[src/hdl/fwntp_pkg.sv]
// ----------------------------------------------------------------------------
// fwntp_pkg: shared types and constants of the number to text placer
// Field widths, operation codes, character codes and the command and status
// structs that join the controller to the datapath.
// ----------------------------------------------------------------------------
package fwntp_pkg;

  localparam int VALUE_W    = 32;
  localparam int OP_W       = 3;
  localparam int CNT_W      = 6;
  localparam int LINE_W     = 4;
  localparam int SCOL_W     = 5;
  localparam int OUT_LINE_W = 3;
  localparam int OUT_COL_W  = 5;
  localparam int GLYPH_W    = 7;
  // Running column: start column plus sign, digits, point and fraction.
  localparam int COL_W      = 7;
  localparam int DEC_DIGITS = 10;
  localparam int DIG_IDX_W  = 4;
  localparam int RESULT_LIMIT = 16;

  localparam logic [OP_W-1:0] OP_UDEC  = 3'd0;
  localparam logic [OP_W-1:0] OP_SDEC  = 3'd1;
  localparam logic [OP_W-1:0] OP_HEX   = 3'd2;
  localparam logic [OP_W-1:0] OP_BIN   = 3'd3;
  localparam logic [OP_W-1:0] OP_FIXED = 3'd4;

  localparam logic [GLYPH_W-1:0] CH_ZERO  = 7'h30;
  localparam logic [GLYPH_W-1:0] CH_A     = 7'h41;
  localparam logic [GLYPH_W-1:0] CH_MINUS = 7'h2D;
  localparam logic [GLYPH_W-1:0] CH_PLUS  = 7'h2B;
  localparam logic [GLYPH_W-1:0] CH_POINT = 7'h2E;

  // floor(v / 10) = (v * RECIP_10) >> RECIP_SHIFT for every 32-bit v.
  localparam logic [VALUE_W-1:0] RECIP_10    = 32'hCCCC_CCCD;
  localparam int                 RECIP_SHIFT = 35;

  typedef logic [1:0] kind_t;
  localparam kind_t KIND_DIGIT = 2'd0;
  localparam kind_t KIND_SIGN  = 2'd1;
  localparam kind_t KIND_POINT = 2'd2;

  typedef logic [1:0] base_t;
  localparam base_t BASE_DEC = 2'd0;
  localparam base_t BASE_HEX = 2'd1;
  localparam base_t BASE_BIN = 2'd2;

  typedef struct packed {
    logic                  load;
    logic                  negate;
    logic                  low_half;
    logic                  mul;
    logic                  div;
    logic                  emit;
    kind_t                 kind;
    base_t                 base;
    logic                  int_part;
    logic [CNT_W-1:0]      pos;
    logic [OUT_LINE_W-1:0] line;
    logic [OUT_COL_W-1:0]  col;
    logic                  last;
  } dp_cmd_t;

  typedef struct packed {
    logic quot_zero;
    logic out_free;
  } dp_sts_t;

endpackage

[src/hdl/fwntp_dp.sv]
// ----------------------------------------------------------------------------
// fwntp_dp: datapath of the number to text placer
// Holds the number, converts it to decimal digits with a shared divide-by-ten
// unit, selects the glyph of each character and drives the output register.
// ----------------------------------------------------------------------------
module fwntp_dp import fwntp_pkg::*; (
  input  logic                  clk,
  input  logic                  rst_n,
  input  dp_cmd_t               cmd,
  output dp_sts_t               sts,
  input  logic [VALUE_W-1:0]    in_value,
  output logic                  out_valid,
  input  logic                  out_stall,
  output logic [OUT_LINE_W-1:0] out_line,
  output logic [OUT_COL_W-1:0]  out_column,
  output logic [GLYPH_W-1:0]    out_glyph_code,
  output logic                  out_final_char
);

  localparam int QUOT_W = 2 * VALUE_W - RECIP_SHIFT;

  logic [VALUE_W-1:0]    val_r;
  logic [VALUE_W-1:0]    work_r;
  logic [2*VALUE_W-1:0]  prod_r;
  logic [3:0]            digit_r [DEC_DIGITS];
  logic [DIG_IDX_W-1:0]  idx_r;
  logic                  out_valid_r;
  logic [OUT_LINE_W-1:0] out_line_r;
  logic [OUT_COL_W-1:0]  out_col_r;
  logic [GLYPH_W-1:0]    glyph_r;
  logic                  final_r;

  logic [QUOT_W-1:0]     quot;
  logic [VALUE_W-1:0]    rem;
  logic [2*VALUE_W-1:0]  prod_nxt;
  logic [CNT_W-1:0]      dec_pos;
  logic [3:0]            digit;
  logic [GLYPH_W-1:0]    glyph;

  assign quot     = prod_r[2*VALUE_W-1:RECIP_SHIFT];
  assign rem      = work_r - {quot, 3'b000} - {2'b00, quot, 1'b0};
  assign prod_nxt = {{VALUE_W{1'b0}}, work_r} * {{VALUE_W{1'b0}}, RECIP_10};

  // In fixed point mode the integer part is the number divided by 100, so its
  // digits sit two places higher in the decimal digit buffer.
  assign dec_pos = cmd.int_part ? cmd.pos + CNT_W'(2) : cmd.pos;

  always_comb begin
    digit = 4'd0;
    case (cmd.base)
      BASE_HEX: begin
        if (cmd.pos < CNT_W'(8)) digit = val_r[{cmd.pos[2:0], 2'b00} +: 4];
      end
      BASE_BIN: begin
        if (cmd.pos < CNT_W'(VALUE_W)) digit = {3'b000, val_r[cmd.pos[4:0]]};
      end
      default: begin
        // Positions beyond the converted digits are leading zeros.
        if (dec_pos < CNT_W'(idx_r)) digit = digit_r[dec_pos[DIG_IDX_W-1:0]];
      end
    endcase
  end

  always_comb begin
    case (cmd.kind)
      KIND_SIGN:  glyph = val_r[VALUE_W-1] ? CH_MINUS : CH_PLUS;
      KIND_POINT: glyph = CH_POINT;
      default: begin
        if (digit < 4'd10) glyph = CH_ZERO + {3'b000, digit};
        else               glyph = CH_A + {3'b000, digit} - 7'd10;
      end
    endcase
  end

  assign sts.quot_zero = (quot == '0);
  assign sts.out_free  = !out_valid_r || !out_stall;

  always_ff @(posedge clk) begin
    if (cmd.load) begin
      val_r <= in_value;
      if (cmd.negate && in_value[VALUE_W-1]) work_r <= ~in_value + 32'd1;
      else if (cmd.low_half)                  work_r <= {16'h0000, in_value[15:0]};
      else                                    work_r <= in_value;
    end else if (cmd.div) begin
      work_r <= VALUE_W'(quot);
    end
    if (cmd.mul) prod_r <= prod_nxt;
    if (cmd.div) digit_r[idx_r] <= rem[3:0];
    if (cmd.emit) begin
      out_line_r <= cmd.line;
      out_col_r  <= cmd.col;
      glyph_r    <= glyph;
      final_r    <= cmd.last;
    end
  end

  always_ff @(posedge clk) begin
    if (!rst_n) begin
      idx_r       <= '0;
      out_valid_r <= 1'b0;
    end else begin
      if (cmd.load)     idx_r <= '0;
      else if (cmd.div) idx_r <= idx_r + DIG_IDX_W'(1);
      if (cmd.emit)           out_valid_r <= 1'b1;
      else if (!out_stall)    out_valid_r <= 1'b0;
    end
  end

  assign out_valid      = out_valid_r;
  assign out_line       = out_line_r;
  assign out_column     = out_col_r;
  assign out_glyph_code = glyph_r;
  assign out_final_char = final_r;

endmodule

[src/hdl/fwntp_ctrl.sv]
// ----------------------------------------------------------------------------
// fwntp_ctrl: controller of the number to text placer
// Takes an item, finds the visible columns, runs the decimal modes' digit
// conversion and walks sign, digits, point and fraction one character a step.
// ----------------------------------------------------------------------------
module fwntp_ctrl import fwntp_pkg::*; #(
  parameter int TEXT_COLUMNS = 16,
  parameter int TEXT_LINES   = 4,
  parameter int MAX_DIGITS   = 32
) (
  input  logic              clk,
  input  logic              rst_n,
  input  logic              in_valid,
  output logic              in_stall,
  input  logic [OP_W-1:0]   in_op,
  input  logic [CNT_W-1:0]  in_digit_count,
  input  logic [LINE_W-1:0] in_text_line,
  input  logic [SCOL_W-1:0] in_start_column,
  output dp_cmd_t           cmd,
  input  dp_sts_t           sts
);

  localparam logic [2:0] S_IDLE  = 3'd0;
  localparam logic [2:0] S_SETUP = 3'd1;
  localparam logic [2:0] S_MUL   = 3'd2;
  localparam logic [2:0] S_DIV   = 3'd3;
  localparam logic [2:0] S_SIGN  = 3'd4;
  localparam logic [2:0] S_INT   = 3'd5;
  localparam logic [2:0] S_POINT = 3'd6;
  localparam logic [2:0] S_FRAC  = 3'd7;

  logic [2:0]        state_r, state_nxt;
  logic [OP_W-1:0]   op_r;
  logic [CNT_W-1:0]  n_r;
  logic [LINE_W-1:0] line_r;
  logic [COL_W-1:0]  col_r, col_nxt;
  logic [COL_W-1:0]  last_r, last_nxt;
  logic [CNT_W-1:0]  cnt_r, cnt_nxt;

  logic              in_acc;
  logic              is_dec;
  logic [COL_W-1:0]  total;
  logic [COL_W-1:0]  end_col;
  logic [COL_W-1:0]  first_col;
  logic [COL_W-1:0]  lim_col;
  logic              line_ok;
  logic              op_ok;
  logic              shown;
  logic              col_vis;
  logic              step;

  assign in_acc   = in_valid && (state_r == S_IDLE);
  assign in_stall = (state_r != S_IDLE);
  assign is_dec   = (op_r == OP_UDEC) || (op_r == OP_SDEC) || (op_r == OP_FIXED);

  // Visible columns form one run; its last column ends the item.
  always_comb begin
    total = COL_W'(n_r);
    if (op_r == OP_SDEC)  total = total + COL_W'(1);
    if (op_r == OP_FIXED) total = total + COL_W'(3);
    end_col   = col_r + total - COL_W'(1);
    first_col = (col_r == '0) ? COL_W'(1) : col_r;
    lim_col   = first_col + COL_W'(RESULT_LIMIT - 1);
    last_nxt  = end_col;
    if (COL_W'(TEXT_COLUMNS) < last_nxt) last_nxt = COL_W'(TEXT_COLUMNS);
    if (lim_col < last_nxt)              last_nxt = lim_col;
    line_ok = (line_r != '0) && ({1'b0, line_r} <= 5'(TEXT_LINES));
    op_ok   = (op_r <= OP_FIXED);
    shown   = line_ok && op_ok && (total != '0) && (first_col <= last_nxt);
  end

  assign col_vis = (col_r != '0);
  assign step    = !col_vis || sts.out_free;

  always_comb begin
    state_nxt    = state_r;
    col_nxt      = col_r;
    cnt_nxt      = cnt_r;
    cmd          = '0;
    cmd.load     = in_acc;
    cmd.negate   = (in_op == OP_SDEC);
    cmd.low_half = (in_op == OP_FIXED);
    cmd.kind     = KIND_DIGIT;
    cmd.base     = (op_r == OP_HEX) ? BASE_HEX : ((op_r == OP_BIN) ? BASE_BIN : BASE_DEC);
    cmd.pos      = cnt_r - CNT_W'(1);
    cmd.line     = line_r[OUT_LINE_W-1:0];
    cmd.col      = col_r[OUT_COL_W-1:0];
    cmd.last     = (col_r == last_r);

    unique case (state_r)
      S_IDLE: begin
        if (in_acc) state_nxt = S_SETUP;
      end
      S_SETUP: begin
        cnt_nxt = n_r;
        if (!shown)      state_nxt = S_IDLE;
        else if (is_dec) state_nxt = S_MUL;
        else             state_nxt = S_INT;
      end
      S_MUL: begin
        cmd.mul   = 1'b1;
        state_nxt = S_DIV;
      end
      S_DIV: begin
        cmd.div = 1'b1;
        if (!sts.quot_zero)       state_nxt = S_MUL;
        else if (op_r == OP_SDEC) state_nxt = S_SIGN;
        else                      state_nxt = S_INT;
      end
      S_SIGN: begin
        cmd.kind = KIND_SIGN;
        cmd.emit = col_vis && sts.out_free;
        if (step) begin
          col_nxt   = col_r + COL_W'(1);
          state_nxt = (cmd.emit && cmd.last) ? S_IDLE : S_INT;
        end
      end
      S_INT: begin
        cmd.int_part = (op_r == OP_FIXED);
        if (cnt_r == '0) begin
          state_nxt = (op_r == OP_FIXED) ? S_POINT : S_IDLE;
        end else begin
          cmd.emit = col_vis && sts.out_free;
          if (step) begin
            col_nxt = col_r + COL_W'(1);
            cnt_nxt = cnt_r - CNT_W'(1);
            if (cmd.emit && cmd.last) state_nxt = S_IDLE;
          end
        end
      end
      S_POINT: begin
        cmd.kind = KIND_POINT;
        cmd.emit = col_vis && sts.out_free;
        if (step) begin
          col_nxt   = col_r + COL_W'(1);
          cnt_nxt   = CNT_W'(2);
          state_nxt = (cmd.emit && cmd.last) ? S_IDLE : S_FRAC;
        end
      end
      S_FRAC: begin
        cmd.base = BASE_DEC;
        if (cnt_r == '0) begin
          state_nxt = S_IDLE;
        end else begin
          cmd.emit = col_vis && sts.out_free;
          if (step) begin
            col_nxt = col_r + COL_W'(1);
            cnt_nxt = cnt_r - CNT_W'(1);
            if (cmd.emit && cmd.last) state_nxt = S_IDLE;
          end
        end
      end
      default: state_nxt = S_IDLE;
    endcase
  end

  always_ff @(posedge clk) begin
    if (in_acc) begin
      op_r   <= in_op;
      n_r    <= (in_digit_count > CNT_W'(MAX_DIGITS)) ? CNT_W'(MAX_DIGITS) : in_digit_count;
      line_r <= in_text_line;
    end
    if (state_r == S_SETUP) last_r <= last_nxt;
    cnt_r <= cnt_nxt;
    if (in_acc) col_r <= COL_W'(in_start_column);
    else        col_r <= col_nxt;
  end

  always_ff @(posedge clk) begin
    if (!rst_n) begin
      state_r <= S_IDLE;
    end else begin
      state_r <= state_nxt;
    end
  end

  a_emit_col_visible: assert property (@(posedge clk) disable iff (!rst_n)
    cmd.emit |-> (col_r != '0) && (col_r <= COL_W'(TEXT_COLUMNS)))
    else $error("character emitted outside the visible columns");

  a_emit_out_free: assert property (@(posedge clk) disable iff (!rst_n)
    cmd.emit |-> sts.out_free)
    else $error("character emitted into an occupied output register");

  a_last_ends_item: assert property (@(posedge clk) disable iff (!rst_n)
    (cmd.emit && cmd.last) |=> (state_r == S_IDLE))
    else $error("item continued after its last character");

  a_div_decimal_only: assert property (@(posedge clk) disable iff (!rst_n)
    (state_r == S_DIV) |-> (op_r == OP_UDEC || op_r == OP_SDEC || op_r == OP_FIXED))
    else $error("decimal conversion run for a non-decimal mode");

endmodule

[src/hdl/fixed_width_number_to_text_placer.sv]
// ----------------------------------------------------------------------------
// fixed_width_number_to_text_placer: formats a number as fixed-width text
// Emits one character item per visible grid cell, most significant first.
//
//   channel  direction  handshake           payload
//   in_      input      in_valid/in_stall   op, value, digit_count,
//                                           text_line, start_column
//   out_     output     out_valid/out_stall line, column, glyph_code,
//                                           final_char
//
// An item is set up first, then each decimal digit of the converted number
// (up to ten, through one shared divide-by-ten unit) takes a multiply and a
// divide step, then the characters are placed one per step in column order.
// Reset is synchronous and clears the controller state and the output valid.
// A stalled output holds its character; the controller waits for it to leave.
// The next item is taken as soon as the last character is in the output
// register.
// ----------------------------------------------------------------------------
module fixed_width_number_to_text_placer import fwntp_pkg::*; #(
  parameter int TEXT_COLUMNS = 16,
  parameter int TEXT_LINES   = 4,
  parameter int MAX_DIGITS   = 32
) (
  input  logic                  clk,
  input  logic                  rst_n,
  input  logic                  in_valid,
  output logic                  in_stall,
  input  logic [OP_W-1:0]       in_op,
  input  logic [VALUE_W-1:0]    in_value,
  input  logic [CNT_W-1:0]      in_digit_count,
  input  logic [LINE_W-1:0]     in_text_line,
  input  logic [SCOL_W-1:0]     in_start_column,
  output logic                  out_valid,
  input  logic                  out_stall,
  output logic [OUT_LINE_W-1:0] out_line,
  output logic [OUT_COL_W-1:0]  out_column,
  output logic [GLYPH_W-1:0]    out_glyph_code,
  output logic                  out_final_char
);

  dp_cmd_t cmd;
  dp_sts_t sts;

  fwntp_ctrl #(
    .TEXT_COLUMNS(TEXT_COLUMNS),
    .TEXT_LINES  (TEXT_LINES),
    .MAX_DIGITS  (MAX_DIGITS)
  ) u_ctrl (
    .clk            (clk),
    .rst_n          (rst_n),
    .in_valid       (in_valid),
    .in_stall       (in_stall),
    .in_op          (in_op),
    .in_digit_count (in_digit_count),
    .in_text_line   (in_text_line),
    .in_start_column(in_start_column),
    .cmd            (cmd),
    .sts            (sts)
  );

  fwntp_dp u_dp (
    .clk           (clk),
    .rst_n         (rst_n),
    .cmd           (cmd),
    .sts           (sts),
    .in_value      (in_value),
    .out_valid     (out_valid),
    .out_stall     (out_stall),
    .out_line      (out_line),
    .out_column    (out_column),
    .out_glyph_code(out_glyph_code),
    .out_final_char(out_final_char)
  );

endmodule

[config.mk]
export PLATFORM = sky130hd
export DESIGN_NAME = fixed_width_number_to_text_placer
export DESIGN_NICKNAME = d
export VERILOG_FILES = /design/src/hdl/fwntp_pkg.sv /design/src/hdl/fwntp_dp.sv /design/src/hdl/fwntp_ctrl.sv /design/src/hdl/fixed_width_number_to_text_placer.sv
export SDC_FILE = /design/constraint.sdc
export NUM_CORES = 2
export LEC_CHECK = 0
export ABC_CLOCK_PERIOD_IN_PS = 9150
export BUFFER_PORTS_ARGS = -buffer_cell sky130_fd_sc_hd__buf_2
export CAP_MARGIN = 20
export CORE_MARGIN = 2
export CORE_UTILIZATION = 49
export DETAILED_ROUTE_END_ITERATION = 16
export HOLD_SLACK_MARGIN = 0.08
export PLACE_DENSITY = 0.67
export SLEW_MARGIN = 5
export SYNTH_ARGS = -nofsm -noshare
export SYNTH_HDL_FRONTEND = slang
export SYNTH_HIERARCHICAL = 1
export SYNTH_SLANG_ARGS = --single-unit
export TNS_END_PERCENT = 100
[constraint.sdc]
create_clock -name clk -period 9.15 [get_ports clk]
set_input_delay 1.3725 -clock clk [delete_from_list [all_inputs] [get_ports clk]]
set_output_delay 1.3725 -clock clk [all_outputs]
set_load 0.03 [all_outputs]
# ---- Word level (Yosys, flattened, before mapping)
# Memory sizes are Yosys's and may differ from the RTL's.
# Index checks and enable logic that the tools add are counted.
dict set report word_totals {
  register_bits 185
  mem_bits_rw 40
  inputBits 54
  elab_cells 163
  mem_count 1
}
# name words width rd rd_ports_with_merged_regs write_ports line_no
set mem_list {}
lappend mem_list {u_dp.digit_r 10 4 1 0 1 fwntp_dp.sv:25} ;# logic [3:0] digit_r [DEC_DIGITS];
dict set report op_classes {
  add_sub_neg 15
  mul 1
  n_lt_le_gt_ge 11
  n_eq_ne 25
  n_shift 1
  mux 55
  n_bitwise 2
  n_reduce_logical 35
}
# operator count
set ops {}
lappend ops {{32-bit two-way mux} 4}
lappend ops {{32-bit by 32-bit multiplier with 64-bit output (second input constant)} 1}
lappend ops {{7-bit two-way mux} 8}
lappend ops {{3-bit two-way mux} 14}
lappend ops {{32-bit by 1-bit adder with 32-bit output (second input constant)} 1}
lappend ops {{32-bit NOT} 1}
lappend ops {{32-bit by 6-bit variable part select with 4-bit output} 1}
lappend ops {{29-bit logical NOT} 1}
lappend ops {{7-bit case mux with 2 select lines} 2}
lappend ops {{6-bit two-way mux} 4}
lappend ops {{3-bit case mux with 8 select lines} 1}
lappend ops {{3-bit == test (second input constant)} 6}
lappend ops {{6-bit case mux with 3 select lines} 1}
lappend ops {{7-bit nonzero test} 2}
lappend ops {{3-bit by 2-bit == test with 1-bit output (second input constant)} 4}
lappend ops {{1-bit two-way mux} 11}
lappend ops {{2-bit by 1-bit inequality test with 1-bit output (second input constant)} 5}
lappend ops {{3-bit by 1-bit == test with 1-bit output (second input constant)} 3}
lappend ops {{3-bit nonzero test} 3}
lappend ops {{1-bit logical AND} 8}
lappend ops {{4-bit two-way mux} 2}
lappend ops {{4-bit case mux with 2 select lines} 1}
lappend ops {{4-bit subtractor} 2}
lappend ops {{6-bit by 1-bit adder with 7-bit output (second input constant)} 1}
lappend ops {{other kinds (44)} 58}

# ---- Depth between registers and ports, before layout
dict set report logic_depth {
  depth_word 14
  mapped_depth 30
}

# ---- By module
# Netlist, hierarchy kept.
# mod n_inst cells_per_inst area_per_inst_um2
set by_module_without_submodules {}
lappend by_module_without_submodules {fwntp_dp 1 2190 23806.6}
lappend by_module_without_submodules {fwntp_ctrl 1 342 3135.5}

# ---- Worst setup path before layout
# OpenSTA, ideal clock, no wires.
dict set report synth_path {
  path_type {register to register}
  start {register u_dp.work_r[8]}
  end {register u_dp.prod_r[61], data pin}
  setup_time_ns 0.259
  arrival_ns 6.727
  required_time_ns 8.891
  slack_ns 2.164
  path_stages_with_launch 23
  period_less_slack_ns 6.986
  path_cell_list {edfxtp_1 -> ha_1 -> clkbuf_1 -> xnor2_1 -> o21ai_0 -> fa_1 -> inv_1 -> fa_1 -> fa_1 -> inv_1 -> fa_1 -> fa_1 -> fa_1 -> ha_1 -> a21oi_1 -> o21ai_1 -> a211oi_1 -> o31a_1 -> o2111a_1 -> a31oi_1 -> nor3b_1 -> nor2_1 -> o31a_1}
}
dict set report synth_via {
  elab_chain_len 1
}
# item line_no
set synth_lines {}
lappend synth_lines {{start: declaration} fwntp_dp.sv:23} ;# logic [VALUE_W-1:0] work_r;
lappend synth_lines {{start signal: assignment} fwntp_dp.sv:81} ;# if (cmd.negate && in_value[VALUE_W-1]) work_r <= ~in_value + 32'd1;
lappend synth_lines {{start signal: assignment} fwntp_dp.sv:82} ;# else if (cmd.low_half) work_r <= {16'h0000, in_value[15:0]};
lappend synth_lines {{start signal: assignment} fwntp_dp.sv:83} ;# else work_r <= in_value;
lappend synth_lines {{32-bit by 32-bit multiplier with 64-bit output} fwntp_dp.sv:42} ;# assign prod_nxt = {{VALUE_W{1'b0}}, work_r} * {{VALUE_W{1'b0}}, RECIP_10};
lappend synth_lines {{net u_dp.prod_nxt[61]} fwntp_dp.sv:35} ;# logic [2*VALUE_W-1:0] prod_nxt;
lappend synth_lines {{end signal: assignment} fwntp_dp.sv:87} ;# if (cmd.mul) prod_r <= prod_nxt;
lappend synth_lines {{end: declaration} fwntp_dp.sv:24} ;# logic [2*VALUE_W-1:0] prod_r;
# The timed path passes the listed nets, and every way through them passes these cells.
# A chain may end at the register's enable or synchronous reset.

# ---- Final worst setup path
dict set report layout_path {
  start {register u_dp.work_r[2]}
  end {register u_dp.prod_r[61], data pin}
}
# The elaborated chain is that of the path after synthesis.

==> metrics list <==
- The flow ran to the end, and the final reports show no timing, DRC or antenna violations.
- Clock tree from TritonCTS: built
- In the final layout, the share of cells above drive strength 1 is under 10%.
- In the synthesized netlist the dominant register cell turns out to be sky130_fd_sc_hd__edfxtp_1.
- For this run, the top clock speed supported by timing is 117 MHz.
* Area of the die: roughly 57000 um^2
- The worst register-to-register path has a depth of 20.
- The worst setup path is launched from a flip-flop.
* Crit path cell chain: ha_1, xor2_1, ha_1, or2_2, fa_1, fa_1, fa_1, fa_1, fa_1, fa_1, ha_1, a21oi_1, o21ai_1, o221a_2, o21ai_0, o2111a_1, a31oi_1, nor3b_1, nor2_1, o31a_1
- Routability congestion estimate: 0.977
- The critical path in this run is classified as reg2reg.
* Total vias in the final route: around 18000
* Worst-Margin Slew: 1.08 ns
- Entering global routing, the biggest net connects between 90 and 100 pins.
- For this run, design rule violations remaining after detail routing come to 0.
- Reg2reg start: u_dp/work_r[2]
- The longest clock path from root to sink contains 2 buffers.
* Number of hold violations in the final report: 0
* Post-synthesis async set-or-reset flop share: 0%
* Root buffer cell: sky130_fd_sc_hd__clkbuf_16
- Measured along the x axis, the die boundary spans ~240 um.
- The detailed router finished its first iteration with about 1300 violations.
* Clock sink count: 190
* Antenna Nets Post-Route: 0
- Setup Skew: ~0.022 ns
- The slowest stage of the critical path is the sky130_fd_sc_hd__edfxtp_1 cell.
- In the synthesized netlist, the number of instances is about 2500.
- Area growth from synthesis to layout: 6.21%
* Worst path max stage delay: roughly 0.76 ns
* Iteration count of the initial detailed-routing pass: 5
- Using the TritonRoute via totals, the vias-per-cell ratio works out to approximately 5.6.
- Worst setup path endpoint: u_dp/prod_r[61]
* Number of buffers inserted by port buffering: just over 70
- CTS-repair resized insts: 0
* Number of flops mapped to enable cells by yosys: 180
* Number of CTS-inserted buffers: 17
- # nets final: between 3000 and 4000
- The die is approximately 240 um tall.
- Site Rows: 85
* Wire length after detailed routing: about 74000 um
* Worst reg-to-reg setup slack: roughly 0.60 ns
- Syn Area/Cell: roughly 11 um^2
* Number of max-capacitance violations reported: 0
- Proportion of synthesized chip area in sequential cells: 20.8%
- Worst hold path stage count: 0
- In this run the cell area measured after placement is ~28000 um^2.
* Worst-case headroom to the max-slew limit: between 20 and 30%
- For this run, the number of Yosys warnings is 6.
* Count of unique library cells instantiated by Yosys: 88
* Setup fix buffers added after clock tree synthesis: 0
- Of all nets on the critical path, the largest fanout is 8.
- Min-delay worst type: reg2reg
* Clock H-tree levels: 4
- In this design, the critical path's most frequently occurring cell is sky130_fd_sc_hd__fa_1.
* Post-route cell area: between 20000 and 30000 um^2
- Placed wire-length estimate after detailed placement: between 60000 and 70000 um
* Number of flip-flops and latches in the synthesized netlist: 190
- Setup total negative slack on the finished layout was measured at 0 ns.
- Initial antenna violation count: 0
* Worst reg2reg endpoint: u_dp/prod_r[61]
* Skew-Pair Late Insertion Delay: 0.45 ns
* Post-CTS clock slew at the launch and capture registers of the worst setup and hold paths: 0.08 ns
- Final worst-path cycle share: 93.4%
- STA puts the critical path data required time at 9.35 ns.
- Hold-fix buffers, CTS: 0
- Sort of element at the end of the critical path: flip-flop
* Top-level port count: just over 70
- Via count of the first global-routing pass: ~19000
- Mapped cell area: around 27000 um^2
- Across every metal layer, demand over resource in global routing totals 27.2%.
* Period minus WS final: ~8.5 ns
- The total area inside the core boundary comes to 54100 um^2.
* Total gr overflow: 0
- The repair_antennas step left the layout with diodes totalling 0.
- Setup repair after global routing left no endpoint under its margin.
- Number of slew-limit violations in the final report: 0
- In the final routed layout, each cell accounts on average for 22.5 um.
* First-pass GRT wire length: between 100000 and 150000 um
- The most critical setup path has its startpoint at u_dp/work_r[2].
- Once the floorplan was initialized, standard cells occupied between 40% and 50% of the core.
* Critical path arrival: between 8 and 9 ns
- Setup violations remaining at the end of the flow were counted as 0.
## cells in the mapped netlist, types with 6 or more instances
master	count	area [um^2]
sky130_fd_sc_hd__and3_1	15	93.8
sky130_fd_sc_hd__nand4_1	21	131
sky130_fd_sc_hd__xor2_1	64	561
sky130_fd_sc_hd__dfxtp_1	10	200
sky130_fd_sc_hd__o21a_1	7	52.6
sky130_fd_sc_hd__or3_1	6	37.5
sky130_fd_sc_hd__o21ai_0	46	230
sky130_fd_sc_hd__buf_4	9	67.6
sky130_fd_sc_hd__nor4_1	14	87.6
sky130_fd_sc_hd__ha_1	396	4950
sky130_fd_sc_hd__and2_1	13	81.3
sky130_fd_sc_hd__nand2_1	79	297
sky130_fd_sc_hd__o31ai_1	11	82.6
sky130_fd_sc_hd__edfxtp_1	180	5410
sky130_fd_sc_hd__nand2b_1	24	150
sky130_fd_sc_hd__nor2_1	105	394
sky130_fd_sc_hd__a211oi_1	11	82.6
sky130_fd_sc_hd__o22ai_1	8	50.1
sky130_fd_sc_hd__nor2b_1	26	163
sky130_fd_sc_hd__nor3_1	16	80.1
sky130_fd_sc_hd__a22oi_1	12	90.1
sky130_fd_sc_hd__o21bai_1	9	67.6
sky130_fd_sc_hd__mux2i_1	9	90.1
sky130_fd_sc_hd__o211ai_1	7	52.6
sky130_fd_sc_hd__xnor2_1	67	587
sky130_fd_sc_hd__a21o_1	36	270
sky130_fd_sc_hd__inv_1	618	2320
sky130_fd_sc_hd__mux4_2	27	608
sky130_fd_sc_hd__a31oi_1	8	50.1
sky130_fd_sc_hd__nand3_1	27	135
sky130_fd_sc_hd__clkbuf_1	39	146
sky130_fd_sc_hd__a21oi_1	106	531
sky130_fd_sc_hd__o21ai_1	22	110
sky130_fd_sc_hd__fa_1	387	7750
## worst min-delay path by stage
stage                    endpoint             start  slack (ns)
6_report         u_dp/out_line[1]  u_ctrl/line_r[1]        0.46
3_3_place_gp     u_dp/out_line[1]  u_ctrl/line_r[1]        0.43
3_5_place_dp     u_dp/out_line[1]  u_ctrl/line_r[1]        0.44
2_1_floorplan  u_dp/out_column[2]   u_ctrl/col_r[2]        0.51
4_1_cts          u_dp/out_line[1]  u_ctrl/line_r[1]        0.46
5_1_grt          u_dp/out_line[1]  u_ctrl/line_r[1]        0.46
## cell type report
type	instances	area, um^2
Clock buffer	18	429
Clock inverter	14	180
Fill cell	4760	25500
Inverter	619	2320
Multi-Input combinational cell	1668	18800
Sequential cell	190	5610
Tap cell	696	871
Timing Repair Buffer	82	435
## cell families after synthesis
family                   count (synthesis)  synth area share, %
AO/OA/AOI/OAI                          327                 7.90
buffers and inverters                  675                 9.58
adder cells (fa/ha/maj)                783                 47.1
XOR/XNOR                               132                 4.34
flip-flops                             190                 20.8
multiplexers                            41                 2.86
other                                    1               0.0139
AND/OR/NAND/NOR                        383                 7.35
## per-stage QoR
| stage | setup WS (ns) | cells | util (%) | hold WS, ns |
|---|---|---|---|---|
| finish | 0.604 | 3287 | 52.9 | 0.458 |
| global placement | 0.763 | 3254 | 51.7 | 0.430 |
| global route | 0.376 | 3287 | 52.9 | 0.462 |
| floorplan | 2.16 | 2533 | - | 0.514 |
| CTS | 0.715 | 3286 | 52.9 | 0.457 |
| detailed placement | 0.711 | 3254 | 51.7 | 0.438 |
## layer usage
| metal | up-vias | routed length (um) | GRT usage, % | part of all wire, % |
|---|---|---|---|---|
| li1 | 8365 | - | - | - |
| met1 | 9295 | 31500 | 36.9 | 43 |
| met2 | 569 | 36100 | 46.0 | 49 |
| met3 | 94 | 4030 | 3.53 | 5.4 |
| met4 | 0 | 2300 | 7.94 | 3.1 |
| met5 | - | 0 | 0 | 0 |
## layout by cell type (no fill, tap or decap), drive strengths merged, types with 5 or more instances in the layout
cell type and instances:
mux2i 9, dfxtp 10, nand2b 24, a31oi 8
o21ai 68, a22oi 12, o21a 7, o22ai 8
nor4 16, a21o 36, inv 624, nor2b 26
o21bai 9, and3 15, nand3 27, o211ai 7
xnor2 67, clkinv 8, or3 8, fa 387
nand4 21, a21oi 107, or4 5, xor2 64
nor3b 5, edfxtp 180, clkbuf 18, nor2 105
nand2 80, ha 396, o31ai 12, nor3 17
a211oi 11, mux4 28, and2 13, buf 82
## critical path: cells and delay by family, from the launching register on
family	cells	cell delay, ns
XOR/XNOR	1	0.23
AO/OA/AOI/OAI	7	2.10
flip-flops	1	0.76
adder cells (fa/ha/maj)	9	4.08
AND/OR/NAND/NOR	3	1.08
## sequential cells by signal (all words and copies together) (netlist names)
signal / count
u_ctrl/cnt_r: 6
u_ctrl/last_r: 7
u_dp/idx_r: 4
u_dp/prod_r: 29
u_ctrl/line_r: 4
u_dp/out_final_char: 1
u_dp/val_r: 32
u_dp/out_column: 5
u_dp/out_valid: 1
u_dp/work_r: 32
u_ctrl/op_r: 3
u_ctrl/col_r: 7
u_dp/digit_r: 40
u_dp/out_line: 3
u_dp/out_glyph_code: 7
u_ctrl/state_r: 3
u_ctrl/n_r: 6
Power is not shown: default switching activity piles up to over one toggle a cycle in this logic, so the estimate is an artifact.
